File: src/manifest_header_parser_assert.svh
// ----------------------------------------------------------------------------
// Manifest header parser assertion macros
// Clocked property wrappers shared by the parser RTL.
// ----------------------------------------------------------------------------
`ifndef MANIFEST_HEADER_PARSER_ASSERT_SVH
`define MANIFEST_HEADER_PARSER_ASSERT_SVH

// Check a property on every clock edge outside of reset.
`define MHP_ASSERT(lbl, prop, msg) \
  lbl: assert property (@(posedge clk_i) disable iff (!rst_ni) (prop)) else $error(msg);

// Check a property on every clock edge, reset included.
`define MHP_ASSERT_ALWAYS(lbl, prop, msg) \
  lbl: assert property (@(posedge clk_i) (prop)) else $error(msg);

`endif

File: src/mhp_pkg.sv
// ----------------------------------------------------------------------------
// Manifest header parser package
// Event codes, parser modes, character constants and the event record type.
// ----------------------------------------------------------------------------
`timescale 1ns / 1ps

package mhp_pkg;

  // Default width of the byte position counter
  localparam int unsigned OffsetBitsDef = 32;
  // Width of the offset field on the result port
  localparam int unsigned OffsetOutW    = 32;
  // Most events one input byte can cause
  localparam int unsigned MaxResults    = 5;
  localparam int unsigned CntW          = $clog2(MaxResults + 1);

  typedef logic [CntW-1:0] cnt_t;

  // Result kinds
  typedef enum logic [2:0] {
    KIND_NAME_BYTE  = 3'd0,
    KIND_NAME_DONE  = 3'd1,
    KIND_VALUE_BYTE = 3'd2,
    KIND_HDR_END    = 3'd3,
    KIND_HDR_DROP   = 3'd4,
    KIND_SEC_END    = 3'd5,
    KIND_ERROR      = 3'd6,
    KIND_STREAM_END = 3'd7
  } kind_e;

  // Error codes
  typedef enum logic [1:0] {
    ERR_BAD_NAME = 2'd0,
    ERR_NO_SPACE = 2'd1,
    ERR_NUL      = 2'd2
  } err_e;

  // Parser modes, one-hot
  typedef enum logic [3:0] {
    MODE_NAME  = 4'b0001,
    MODE_COLON = 4'b0010,
    MODE_VALUE = 4'b0100,
    MODE_ERROR = 4'b1000
  } mode_e;

  // Characters of interest
  localparam logic [7:0] ChColon = 8'h3A;
  localparam logic [7:0] ChSpace = 8'h20;
  localparam logic [7:0] ChLf    = 8'h0A;
  localparam logic [7:0] ChCr    = 8'h0D;
  localparam logic [7:0] ChUnder = 8'h5F;
  localparam logic [7:0] ChDash  = 8'h2D;
  localparam logic [7:0] ChNul   = 8'h00;

  // Line break counter saturates here
  localparam logic [1:0] BrkMax  = 2'd3;

  typedef struct packed {
    kind_e       kind;
    logic [7:0]  payload;
    err_e        err;
  } ev_t;

  // Build one event record
  function automatic ev_t mk_ev(kind_e kind, logic [7:0] payload, err_e err);
    ev_t e;
    e.kind    = kind;
    e.payload = payload;
    e.err     = err;
    return e;
  endfunction

  // Letters, digits, underscore and dash are legal in a header name
  function automatic logic is_name_char(logic [7:0] b);
    return (b >= 8'h61 && b <= 8'h7A) || (b >= 8'h41 && b <= 8'h5A) ||
           (b >= 8'h30 && b <= 8'h39) || b == ChUnder || b == ChDash;
  endfunction

endpackage

File: src/manifest_header_parser.sv
// Manifest header parser.
// Input channel: one manifest byte per request (data_byte_i, final_req_i),
// handshaked by in_valid_i / in_ready_o. Output channel: one event per
// request (kind_o, payload_o, error_code_o, offset_o, run_last_o), handshaked
// by out_valid_o / out_ready_i; run_last_o marks the last event of a byte.
// Each accepted byte is decoded in the accept cycle against the parser state,
// and its whole event list (0 to 5 events) is written into a result register
// bank. Events appear on the output the cycle after the accept.
// A byte causing k events holds the output until all k are taken; a byte
// causing one event or none can follow in the next cycle, so the sustained rate
// is one byte per cycle on ordinary header text while out_ready_i is high; the
// bank drains one event per cycle while ready and limits the rate at header ends.
// in_ready_o is high while the bank is empty or its last event leaves this
// cycle, so a stalled receiver stops the input after one pending byte.
// Reset returns to name parsing at offset 0 with no pending events; a byte
// flagged final emits its closing events and returns the parser to name
// parsing at offset 0.
`timescale 1ns / 1ps

// ----------------------------------------------------------------------------
// manifest_header_parser
// Streaming decoder of manifest header names and values into events.
// ----------------------------------------------------------------------------
module manifest_header_parser
  import mhp_pkg::*;
#(
  parameter int unsigned OFFSET_BITS = OffsetBitsDef
) (
  input  logic                  clk_i,
  input  logic                  rst_ni,
  input  logic                  in_valid_i,
  output logic                  in_ready_o,
  input  logic [7:0]            data_byte_i,
  input  logic                  final_req_i,
  output logic                  out_valid_o,
  input  logic                  out_ready_i,
  output logic [2:0]            kind_o,
  output logic [7:0]            payload_o,
  output logic [1:0]            error_code_o,
  output logic [OffsetOutW-1:0] offset_o,
  output logic                  run_last_o
);

  `include "manifest_header_parser_assert.svh"

  mode_e                  mode_q, mode_d;
  logic [1:0]             brk_q, brk_d;
  logic                   cr_q, cr_d;
  logic [OFFSET_BITS-1:0] pos_q, pos_d;
  logic [OFFSET_BITS-1:0] off_q;
  cnt_t                   cnt_q, cnt_d;
  ev_t                    ev_q [MaxResults];
  ev_t                    ev_d [MaxResults];
  ev_t                    ev_new [MaxResults];
  cnt_t                   n_new;
  logic                   do_name;
  logic                   in_acc;
  logic                   out_acc;

  // Handshake
  assign out_valid_o = (cnt_q != '0);
  assign out_acc     = out_valid_o && out_ready_i;
  assign in_ready_o  = (cnt_q == '0) || ((cnt_q == cnt_t'(1)) && out_ready_i);
  assign in_acc      = in_valid_i && in_ready_o;

  // Decode one byte into its event list and the next parser state
  always_comb begin
    mode_d  = mode_q;
    brk_d   = brk_q;
    cr_d    = cr_q;
    pos_d   = pos_q + OFFSET_BITS'(1);
    n_new   = '0;
    do_name = 1'b0;
    for (int i = 0; i < MaxResults; i++) begin
      ev_new[i] = mk_ev(KIND_NAME_BYTE, ChNul, ERR_BAD_NAME);
    end

    unique case (mode_q)
      MODE_NAME: begin
        do_name = 1'b1;
      end
      MODE_COLON: begin
        if (data_byte_i == ChSpace) begin
          mode_d = MODE_VALUE;
          brk_d  = '0;
          cr_d   = 1'b0;
        end else begin
          ev_new[n_new] = mk_ev(KIND_ERROR, ChNul, ERR_NO_SPACE);
          n_new         = n_new + cnt_t'(1);
          mode_d        = MODE_ERROR;
        end
      end
      MODE_VALUE: begin
        priority if (data_byte_i == ChNul) begin
          ev_new[n_new] = mk_ev(KIND_ERROR, ChNul, ERR_NUL);
          n_new         = n_new + cnt_t'(1);
          mode_d        = MODE_ERROR;
        end else if (data_byte_i == ChLf) begin
          // LF after CR closes the same break
          if (cr_q) begin
            cr_d = 1'b0;
          end else if (brk_q != BrkMax) begin
            brk_d = brk_q + 2'd1;
          end
        end else if (data_byte_i == ChCr) begin
          cr_d = 1'b1;
          if (brk_q != BrkMax) begin
            brk_d = brk_q + 2'd1;
          end
        end else if (data_byte_i == ChSpace && brk_q == 2'd1) begin
          // continuation line: drop the space
          brk_d = '0;
        end else if (brk_q != '0) begin
          ev_new[n_new] = mk_ev(KIND_HDR_END, ChNul, ERR_BAD_NAME);
          n_new         = n_new + cnt_t'(1);
          if (brk_q >= 2'd2) begin
            ev_new[n_new] = mk_ev(KIND_SEC_END, ChNul, ERR_BAD_NAME);
            n_new         = n_new + cnt_t'(1);
          end
          mode_d  = MODE_NAME;
          brk_d   = '0;
          cr_d    = 1'b0;
          do_name = 1'b1;
        end else begin
          ev_new[n_new] = mk_ev(KIND_VALUE_BYTE, data_byte_i, ERR_BAD_NAME);
          n_new         = n_new + cnt_t'(1);
        end
      end
      MODE_ERROR: begin
        // sticky: swallow bytes until the final one
      end
      default: begin
        mode_d = MODE_ERROR;
      end
    endcase

    // Name character handling
    if (do_name) begin
      priority if (data_byte_i == ChColon) begin
        ev_new[n_new] = mk_ev(KIND_NAME_DONE, ChNul, ERR_BAD_NAME);
        n_new         = n_new + cnt_t'(1);
        mode_d        = MODE_COLON;
      end else if (is_name_char(data_byte_i)) begin
        ev_new[n_new] = mk_ev(KIND_NAME_BYTE, data_byte_i, ERR_BAD_NAME);
        n_new         = n_new + cnt_t'(1);
      end else begin
        ev_new[n_new] = mk_ev(KIND_ERROR, ChNul, ERR_BAD_NAME);
        n_new         = n_new + cnt_t'(1);
        mode_d        = MODE_ERROR;
      end
    end

    // Close the buffer on the final byte
    if (final_req_i) begin
      unique case (mode_d)
        MODE_VALUE: begin
          ev_new[n_new] = mk_ev((brk_d != '0) ? KIND_HDR_END : KIND_HDR_DROP,
                                ChNul, ERR_BAD_NAME);
          n_new         = n_new + cnt_t'(1);
        end
        MODE_NAME: begin
          ev_new[n_new] = mk_ev(KIND_HDR_DROP, ChNul, ERR_BAD_NAME);
          n_new         = n_new + cnt_t'(1);
        end
        MODE_COLON: begin
          ev_new[n_new] = mk_ev(KIND_ERROR, ChNul, ERR_NO_SPACE);
          n_new         = n_new + cnt_t'(1);
        end
        default: begin
        end
      endcase
      ev_new[n_new] = mk_ev(KIND_STREAM_END, ChNul, ERR_BAD_NAME);
      n_new         = n_new + cnt_t'(1);
      mode_d        = MODE_NAME;
      brk_d         = '0;
      cr_d          = 1'b0;
      pos_d         = '0;
    end
  end

  // Result bank: load on accept, shift out on each taken request
  always_comb begin
    cnt_d = cnt_q;
    for (int i = 0; i < MaxResults; i++) begin
      ev_d[i] = ev_q[i];
    end
    if (in_acc) begin
      cnt_d = n_new;
      for (int i = 0; i < MaxResults; i++) begin
        ev_d[i] = ev_new[i];
      end
    end else if (out_acc) begin
      cnt_d = cnt_q - cnt_t'(1);
      for (int i = 0; i < MaxResults - 1; i++) begin
        ev_d[i] = ev_q[i+1];
      end
    end
  end

  // Control state
  always_ff @(posedge clk_i or negedge rst_ni) begin
    if (!rst_ni) begin
      mode_q <= MODE_NAME;
      brk_q  <= '0;
      cr_q   <= 1'b0;
      pos_q  <= '0;
      cnt_q  <= '0;
    end else begin
      cnt_q <= cnt_d;
      if (in_acc) begin
        mode_q <= mode_d;
        brk_q  <= brk_d;
        cr_q   <= cr_d;
        pos_q  <= pos_d;
      end
    end
  end

  // Payload registers
  always_ff @(posedge clk_i) begin
    for (int i = 0; i < MaxResults; i++) begin
      ev_q[i] <= ev_d[i];
    end
    if (in_acc) begin
      off_q <= pos_q;
    end
  end

  // Drive the result port from the head of the bank
  assign kind_o       = ev_q[0].kind;
  assign payload_o    = ev_q[0].payload;
  assign error_code_o = ev_q[0].err;
  assign offset_o     = OffsetOutW'(off_q);
  assign run_last_o   = (cnt_q == cnt_t'(1));

  // Checks
  `MHP_ASSERT(a_err_silent,
    in_acc && mode_q == MODE_ERROR && !final_req_i |=> !out_valid_o,
    "byte in error mode produced a result")
  `MHP_ASSERT(a_final_resets,
    in_acc && final_req_i |=> mode_q == MODE_NAME && pos_q == '0 && out_valid_o,
    "final byte did not restart the parser")
  `MHP_ASSERT(a_cnt_bound, cnt_q <= cnt_t'(MaxResults),
    "result bank count out of range")
  `MHP_ASSERT(a_mode_onehot, $onehot(mode_q),
    "parser mode lost one-hot encoding")

endmodule
File: config.mk
export PLATFORM = sky130hd
export DESIGN_NAME = manifest_header_parser
export DESIGN_NICKNAME = d
export VERILOG_FILES = /design/src/mhp_pkg.sv /design/src/manifest_header_parser.sv
export VERILOG_INCLUDE_DIRS = /design/src /design/src/src
export SDC_FILE = /design/constraint.sdc
export NUM_CORES = 1
export LEC_CHECK = 0
export ABC_AREA = 1
export BUFFER_PORTS_ARGS = -buffer_cell sky130_fd_sc_hd__buf_2
export CORE_ASPECT_RATIO = 0.6
export CORE_MARGIN = 4
export CORE_UTILIZATION = 54
export DETAILED_ROUTE_END_ITERATION = 6
export PLACE_DENSITY = 0.74
export SLEW_MARGIN = 30
export SYNTH_ARGS = -nofsm -noshare
export SYNTH_HDL_FRONTEND = slang
export SYNTH_SLANG_ARGS = --single-unit
File: constraint.sdc
create_clock -name clk_i -period 3.17 [get_ports clk_i]
set_clock_uncertainty 0.15 [all_clocks]
set_input_delay 0.1585 -clock clk_i [delete_from_list [all_inputs] [get_ports clk_i]]
set_output_delay 0.1585 -clock clk_i [all_outputs]
set_load 0.02 [all_outputs]
==> metrics.md, run 1 <==
| Metric | Value |
|---|---|
| Internal | roughly 0.0043 W |
| Final ANT Viol Nets | 0 |
| DRT iter0 DRCs | between 500 and 600 |
| Worst relative slew slack | about 58% |
| Worst path most repeated cell | nand2_2 |
| Switching Share | a little under 40% |
| Post-DP HPWL | 12,300 um |
| Clk buf depth | 2 |
| Placer Congestion | roughly 0.97 |
| H-tree depth | 4 |
| Highest Clock Rate | roughly 0.33 GHz |
| Final nets | about 930 |
| Synth async-reset ratio | approximately 33% |
| Synth Flop Type | edfxtp_1 |
| Initial Util | 55.1% |
| Total Die Area | approximately 0.015 mm^2 |
| Num rows | 32 |
| Clock latency on the worst-skew pair | about 0.42 ns |
| Tcrit/Tclk final | a little over nine tenths |
| Comb power frac | between 30% and 40% |
| Number of fill cells in the layout | 1,086 |
| Top Ports | just over 60 |
| Ant diodes | 0 |
| Clk sinks | approximately 130 |
| Die Height | ~97 um |
| Root Driver | clkbuf_16 |
| Crit path max-delay family | simple AND/OR/NAND/NOR gates |
| CP Capture Type | flop |
| Wire per inst | 15.5 um |
| Power Density | 854 mW/mm^2 |
| Crit path buf inv count | 4 |
| HP Class | in2reg |
| Leak Pwr | 3.61 nW |
| Startpoint types | flop |
| Clock network power share | between 20% and 30% |
| Sequential area share after synthesis | 51.1% |
| Initial antenna violation count | 0 |
| Critical path, cell by cell | inv_1 > nand2_2 > nor3_4 > o21ai_2 > nand2_2 > nand2_4 > ha_4 > inv_1 > nor2_2 > ha_1 > nand3_1 > nand2_2 > inv_2 > nand2_2 > inv_2 > nand2_4 > nand2_2 > nand2_4 > nand2_1 > nand2_1 |
| Worst Path Required | approximately 3.2 ns |
| CTS tree | yes |
| Non-Filler Instances | 1,094 |
| Setup violators final | 0 |
| CTS Buf Count | 17 |
| Peak supply drop | 0.423 mV |
| Dpl cells | 1,056 |
| Kind of critical path | reg2reg |
| Final hold viol count | 0 |
| TNS Setup | 0 ns |
| PortBufs | 60 |
| Routed WL | around 17,000 um |
| Grt ovf | 0 |
| Commonest cells in the synthesized netlist | nand2_1 (212), nor2_1 (98), inv_1 (92) |
| Syn Inst Count | 829 |
| First-pass GRT wire length | between 20,000 and 30,000 um |
| Synth area leader | edfxtp_1 |
| Number of global-route vias before repair | ~5.3k |
| Area added between synthesis and finish | 17.1% |
| Warnings from Yosys | 0 |
| Via Count | slightly below 6k |
| Total GRT Usage | between 20% and 30% |
| Fin crit period | about 3 ns |
| Synth area leaders | edfxtp_1 (36%), dfrtp_1 (15%), nand2_1 (11%), nor2_1 (5.2%), inv_1 (4.9%) |
| DRC | 0 |
| Max incr delay on CP | between 0.4 and 0.5 ns |
| Slew @ Worst Pin | about 0.62 ns |
| Hold WS | around 0.099 ns |
| Critical path peak fanout | 8 |
| Status | complete, no violations |
| Synth Register Bits | about 130 |
| Via density | ~5.4 |
| Post-synth top area share | between 30% and 40% |
| Fraction of layout cells with a size suffix above 1 | 21.4% |
| Synth cell types | 54 |
| Post-synth EDFFs | between 80 and 90 |
| DRT Pass-1 Iters | 5 |
| Clock slew at reported path FFs | around 0.06 ns |
| Die X | between 150 and 200 um |
| Max-slew violations | 0 |
| Post-Syn Area per Cell | between 8 and 9 um^2 |
| Largest net degree at the start of global routing | 43 |
| FF-to-FF setup slack | 0.17 ns |
| Top-count cell post-synth | nand2_1 |
| Syn Nets | 851 |
| Slowest CP cell | dfrtp_1 |
| P_sw | roughly 0.0028 W |
| Synthesized area | between 0.007 and 0.008 mm^2 |
| Crit path DAT | ~3 ns |
| MaxCap Viol Count | 0 |
| Flop pwr share | 37.7% |
| Area of the core | roughly 0.013 mm^2 |
-- cell families (layout without fill, tap and decap cells) --
group                    after synthesis  count (layout)  synth area share [%]
other                                  1               1                0.0531
buffers and inverters                131             226                  7.78
AND/OR/NAND/NOR                      446             446                  29.3
AO/OA/AOI/OAI                        113             113                  9.98
adder cells (fa/ha/maj)                9               9                  1.59
flip-flops                           127             127                  51.1
XOR/XNOR                               2               2                 0.248
-- layer usage --
metal	vias to the layer above	global-route usage, %	wire length, um
met1	2695	35.7	8220
met5	-	0	0
met2	282	31.2	6770
met4	0	6.55	172
li1	2915	-	-
met3	19	6.94	1790
-- worst paths after layout --
| kind | startpoint | end | depth (start not counted) |
|---|---|---|---|
| setup / recovery | mode_q[2]$_DFFE_PN0P_ | ev_q[0][9]$_DFFE_PP_ | 20 |
| hold / removal | data_byte_i[0] | ev_q[0][2]$_DFFE_PP_ | 4 |
| setup reg to reg | mode_q[2]$_DFFE_PN0P_ | ev_q[0][9]$_DFFE_PP_ | 20 |
| hold reg to reg | pos_q[31]$_DFFE_PN0P_ | pos_q[31]$_DFFE_PN0P_ | 1 |
| max in group asynchronous | rst_ni | mode_q[1]$_DFFE_PN0P_ | 2 |
| min in group asynchronous | rst_ni | pos_q[9]$_DFFE_PN0P_ | 2 |
-- cells in the final DEF (no fill, tap or decap), types with 4 or more instances in the layout --
| cell type | instances |
|---|---|
| nand2_1 | 207 |
| dfrtp_1 | 41 |
| nand2_2 | 20 |
| nor2_2 | 8 |
| ha_1 | 7 |
| nand3_1 | 45 |
| edfxtp_1 | 85 |
| nor2_4 | 7 |
| o21a_1 | 4 |
| inv_1 | 90 |
| nor4_1 | 5 |
| clkbuf_16 | 17 |
| o21ai_0 | 36 |
| nand4_1 | 9 |
| nand2_4 | 10 |
| nand3_2 | 6 |
| buf_4 | 29 |
| inv_2 | 12 |
| buf_2 | 59 |
| clkinvlp_4 | 4 |
| a21oi_1 | 38 |
| nor3_1 | 22 |
| nor2_1 | 96 |
-- cell type report --
class | count | area [um^2] | share of cell area [%]
Clock buffer | 17 | 425 | 5.15
Clock inverter | 15 | 136 | 1.65
Inverter | 104 | 393 | 4.75
Multi-Input combinational cell | 571 | 2960 | 35.8
Sequential cell | 127 | 3600 | 43.6
Tap cell | 170 | 213 | 2.57
Timing Repair Buffer | 90 | 533 | 6.45
-- flip-flops by register name, summed over array words and instances (netlist names) --
name      flops
brk_q         2
offset_o     32
mode_q        4
pos_q        32
cnt_q         3
ev_q         53
cr_q          1
-- what timing repair did --
| item | in CTS | in global routing |
|---|---|---|
| endpoints found under the setup margin | 0 | 40 |
| buffers inserted | 0 | 4 |
| gates resized for setup | 0 | 13 |
| endpoints found under the hold margin | 43 | 0 |
| hold buffers | 2 | 0 |
-- through the flow --
step                      area, um^2  power [W]  util [%]  setup slack, ns
after floorplan                 7060    0.00450         -            0.182
after global placement          7600    0.00513      59.3            0.172
after detailed placement        7600    0.00516      59.3           0.0472
after CTS                       8180    0.00703      63.9           0.0348
after global routing            8270    0.00749      64.5          -0.0565
final                           8270    0.00706      64.5            0.166
-- worst register-to-register path: stages, from the launching register on --
cell     delay, ns
dfrtp_1       0.41
inv_1         0.10
nand2_2       0.09
nor3_4        0.22
o21ai_2       0.13
nand2_2       0.11
nand2_4       0.08
ha_4          0.27
inv_1         0.04
nor2_2        0.12
ha_1          0.25
nand3_1       0.09
nand2_2       0.08
inv_2         0.09
nand2_2       0.06
inv_2         0.08
nand2_4       0.08
nand2_2       0.08
nand2_4       0.09
nand2_1       0.09
nand2_1       0.05
-- power groups by stage --
stage	combinational (W)	clock, W	sequential [W]
5_1_grt	0.00283	0.00195	0.00272
3_5_place_dp	0.00247	0	0.00268
4_1_cts	0.00250	0.00187	0.00266
3_3_place_gp	0.00245	0	0.00267
2_1_floorplan	0.00178	0	0.00272
6_report	0.00255	0.00184	0.00266
Note: power is estimated with default switching activity, not from simulation.
==> run 2, diff against run 1 <==
CELL_PAD_IN_SITES_DETAIL_PLACEMENT = 0   (was default)
CELL_PAD_IN_SITES_GLOBAL_PLACEMENT = 1   (was default)
CORE_UTILIZATION = 41   (was 54)
==> run 2 against run 1 <==
Net effect:
- critical path depth decreased by 2
- via count down 0.56%
- sequential share of layout area fell by 1.3 points
- sequential power about the same
- hold slack gained 0.0035 ns
- critical path type unchanged
- wire length is 12% higher
- first-iteration DRC count up 2.2%
==> metrics.md, run 2 (synthesized netlist as in run 1, its figures left out) <==
| Metric | Value |
|---|---|
| Highest Clock Rate | 0.328 GHz (-1.3%) |
| Biggest register | ev_q |
| Tcrit/Tclk final | 96.0% (+1.3 points) |
| Via Count | 5,878 (-0.56%) |
| Initial Util | 42.7% (-12 points) |
| Multi-input gate area | 0.00300 mm^2 (+1.3%) |
| Routed WL | 19,000 um (+12%) |
| Final core utilization | 51.5% (-13 points) |
| Area of the core | 0.0165 mm^2 (+29%) |
| Pwr Total | 0.00725 W (+2.7%) |
| Die Height | 110 um (+14%) |
| CTS tree | yes |
| Worst r2r path cells | 18 (-10%) |
| Switching Share | 39.0% (-0.53 points) |
| Clk buf depth | 2 (unchanged) |
| Status | complete, no violations |
| Fraction of layout cells with a size suffix above 1 | 23.2% (+1.7 points) |
| Comb power frac | 36.1% (about the same) |
| Crit path DAT | 3.07 ns (+0.04 ns) |
| Slowest CP cell | dfrtp_1 |
| Hold Path Depth | 5 (+1) |
| Clk sinks | 127 (unchanged) |
| Crit path buf inv count | 4 (unchanged) |
| Flop pwr share | 36.4% (-1.3 points) |
| P_sw | 0.00283 W (+1.3%) |
| Setup violators final | 0 (unchanged) |
| Die X | 177 um (+14%) |
| Leak Pwr | 3.71 nW (+2.6%) |
| First-pass GRT wire length | 29,900 um (+9.6%) |
| Fin crit period | 3.04 ns (+0.0410 ns) |
| Area after DPL | 0.00776 mm^2 (+2.1%) |
| Placer Congestion | 0.933 (-3.6%) |
| Max-slew violations | 0 (unchanged) |
| Final hold viol count | 0 (unchanged) |
| Max incr delay on CP | 0.38 ns (-0.03 ns) |
| Root Driver | clkbuf_16 |
| Worst relative slew slack | 46.8% (-11 points) |
| Initial antenna violation count | 0 (unchanged) |
| Worst hold endpoint | ev_q[0][43]$_SDFFCE_PN0P_ |
| Clock latency on the worst-skew pair | 0.42 ns (about the same) |
| FF-to-FF setup slack | 0.13 ns (-0.04 ns) |
| Sequential Area | 0.00360 mm^2 (unchanged) |
| Peak supply drop | 0.351 mV (-17%) |
| Most common cell after layout, fill and taps aside | nand2_1 |
| Final ANT Viol Nets | 0 (unchanged) |
| Crit path max-delay family | simple AND/OR/NAND/NOR gates |
| Kind of critical path | reg2reg |
| H-tree depth | 4 (unchanged) |
| Number of gates on the worst path with buffers counted | 18 (-10%) |
| PortBufs | 60 (unchanged) |
| CTS Buf Count | 17 (unchanged) |
| Critical path peak fanout | 6 (-2) |
| Top Ports | 61 (unchanged) |
| Max reg flops | 53 (unchanged) |
| R2R Path Start | mode_q[3]$_DFFE_PN0P_ |
| DRT Pass-1 Iters | 5 (unchanged) |
| Critical path, cell by cell | inv_2 > nand2_2 > nor3_4 > o21ai_2 > nand2_2 > nand2_4 > ha_4 > inv_1 > nor2_2 > ha_2 > nand3_2 > nand2_4 > inv_2 > buf_4 > nor2_4 > nand3_2 > nand3_4 > nor2_1 |
| Post-DP HPWL | 14,000 um (+14%) |
| TNS Setup | 0 ns (unchanged) |
| Slew @ Worst Pin | 0.797 ns (+0.173 ns) |
| Internal | 0.00442 W (+3.6%) |
| Total GRT Usage | 20.2% (-2.9 points) |
| Wire per inst | 16.4 um (+5.5%) |
| Power Density | 851 mW/mm^2 (-0.36%) |
| Clock network power share | 27.5% (+1.4 points) |
| Via density | 5.06 (-6.3%) |
| Area added between synthesis and finish | 20.6% |
| Clock slew at reported path FFs | 0.06 ns (about the same) |
| Worst Path Required | 3.19 ns (about the same) |
| FF-to-FF End | ev_q[0][44]$_SDFFCE_PN0P_ |
| Ant diodes | 0 (unchanged) |
| Final nets | 942 (+0.96%) |
| DRT iter0 DRCs | 605 (+2.2%) |
| Commonest non-fill, non-tap cells in the layout | nand2_1 (202), nor2_1 (96), inv_1 (89) |
| Design Area, Final | 0.00852 mm^2 (+3.0%) |
| CP Capture Type | flop |
| DRC | 0 (unchanged) |
| Grt ovf | 0 (unchanged) |
| MaxCap Viol Count | 0 (unchanged) |
| Largest net degree at the start of global routing | 54 (+26%) |
| Total Die Area | 0.0195 mm^2 (+29%) |
| Num rows | 36 (+13%) |
| Number of global-route vias before repair | 5,276 (-1.1%) |
| HP Class | in2reg |
| Startpoint types | flop |
| Hold_sp | data_byte_i[2] |
| Number of fill cells in the layout | 1,565 (+44%) |
==> run 2: layer usage <==
metal | up-vias | track usage, % | routed length (um)
li1 | 2925 | - | -
met1 | 2743 | 34.4 | 10600
met2 | 199 | 24.4 | 6940
met3 | 11 | 5.43 | 1360
met4 | 0 | 4.14 | 105
met5 | - | 0 | 0
==> run 2: how the worst max path moves through the flow <==
| stage | startpoint | slack (ns) | endpoint |
|---|---|---|---|
| final | mode_q[3]$_DFFE_PN0P_ | 0.13 | ev_q[0][44]$_SDFFCE_PN0P_ |
| after global routing | mode_q[3]$_DFFE_PN0P_ | -0.06 | ev_q[0][6]$_DFFE_PP_ |
| after CTS | brk_q[0]$_DFFE_PN0P_ | 0.03 | ev_q[0][9]$_DFFE_PP_ |
| after detailed placement | mode_q[3]$_DFFE_PN0P_ | 0.02 | ev_q[0][7]$_DFFE_PP_ |
| after global placement | brk_q[0]$_DFFE_PN0P_ | 0.10 | ev_q[0][8]$_DFFE_PP_ |
| after floorplan | mode_q[1]$_DFFE_PN0P_ | 0.18 | ev_q[0][6]$_DFFE_PP_ |
==> run 2: repair_timing <==
action | CTS | global route
endpoints found under the hold margin | 43 | 0
resized for setup | 1 | 23
endpoints found under the setup margin | 1 | 46
pin swaps | 0 | 5
setup buffers | 0 | 5
gates cloned | 0 | 0
hold buffers | 2 | 0
==> run 2: final cells by class <==
class | instances | share of cell area [%]
flip-flops and latches | 127 | 42.3
inverters | 104 | 4.64
well taps | 228 | 3.35
multi-input cells | 571 | 35.2
clock inverters | 14 | 1.98
repair buffers | 99 | 7.35
clock buffers | 18 | 5.16
==> run 2: tightest hold or removal path, delay by kind of cell <==
kind          cells  cell delay, ns
buf+inv           2            0.19
simple gates      3            0.16
==> run 2: per-stage QoR <==
| stage | setup WS [ns] | cells | hold WS [ns] |
|---|---|---|---|
| after floorplan | 0.182 | 829 | -0.287 |
| after global placement | 0.102 | 1122 | 0.218 |
| after detailed placement | 0.0247 | 1122 | 0.0378 |
| after CTS | 0.0321 | 1156 | 0.0895 |
| after global routing | -0.0594 | 1161 | 0.122 |
| final | 0.125 | 1161 | 0.102 |
==> run 2: power groups by stage <==
| stage | sequential [W] | clock (W) | combinational (W) |
|---|---|---|---|
| after floorplan | 0.00272 | 0 | 0.00178 |
| after global placement | 0.00265 | 0 | 0.00249 |
| after detailed placement | 0.00267 | 0 | 0.00251 |
| after CTS | 0.00264 | 0.00203 | 0.00253 |
| after global routing | 0.00270 | 0.00212 | 0.00289 |
| final | 0.00264 | 0.00199 | 0.00262 |
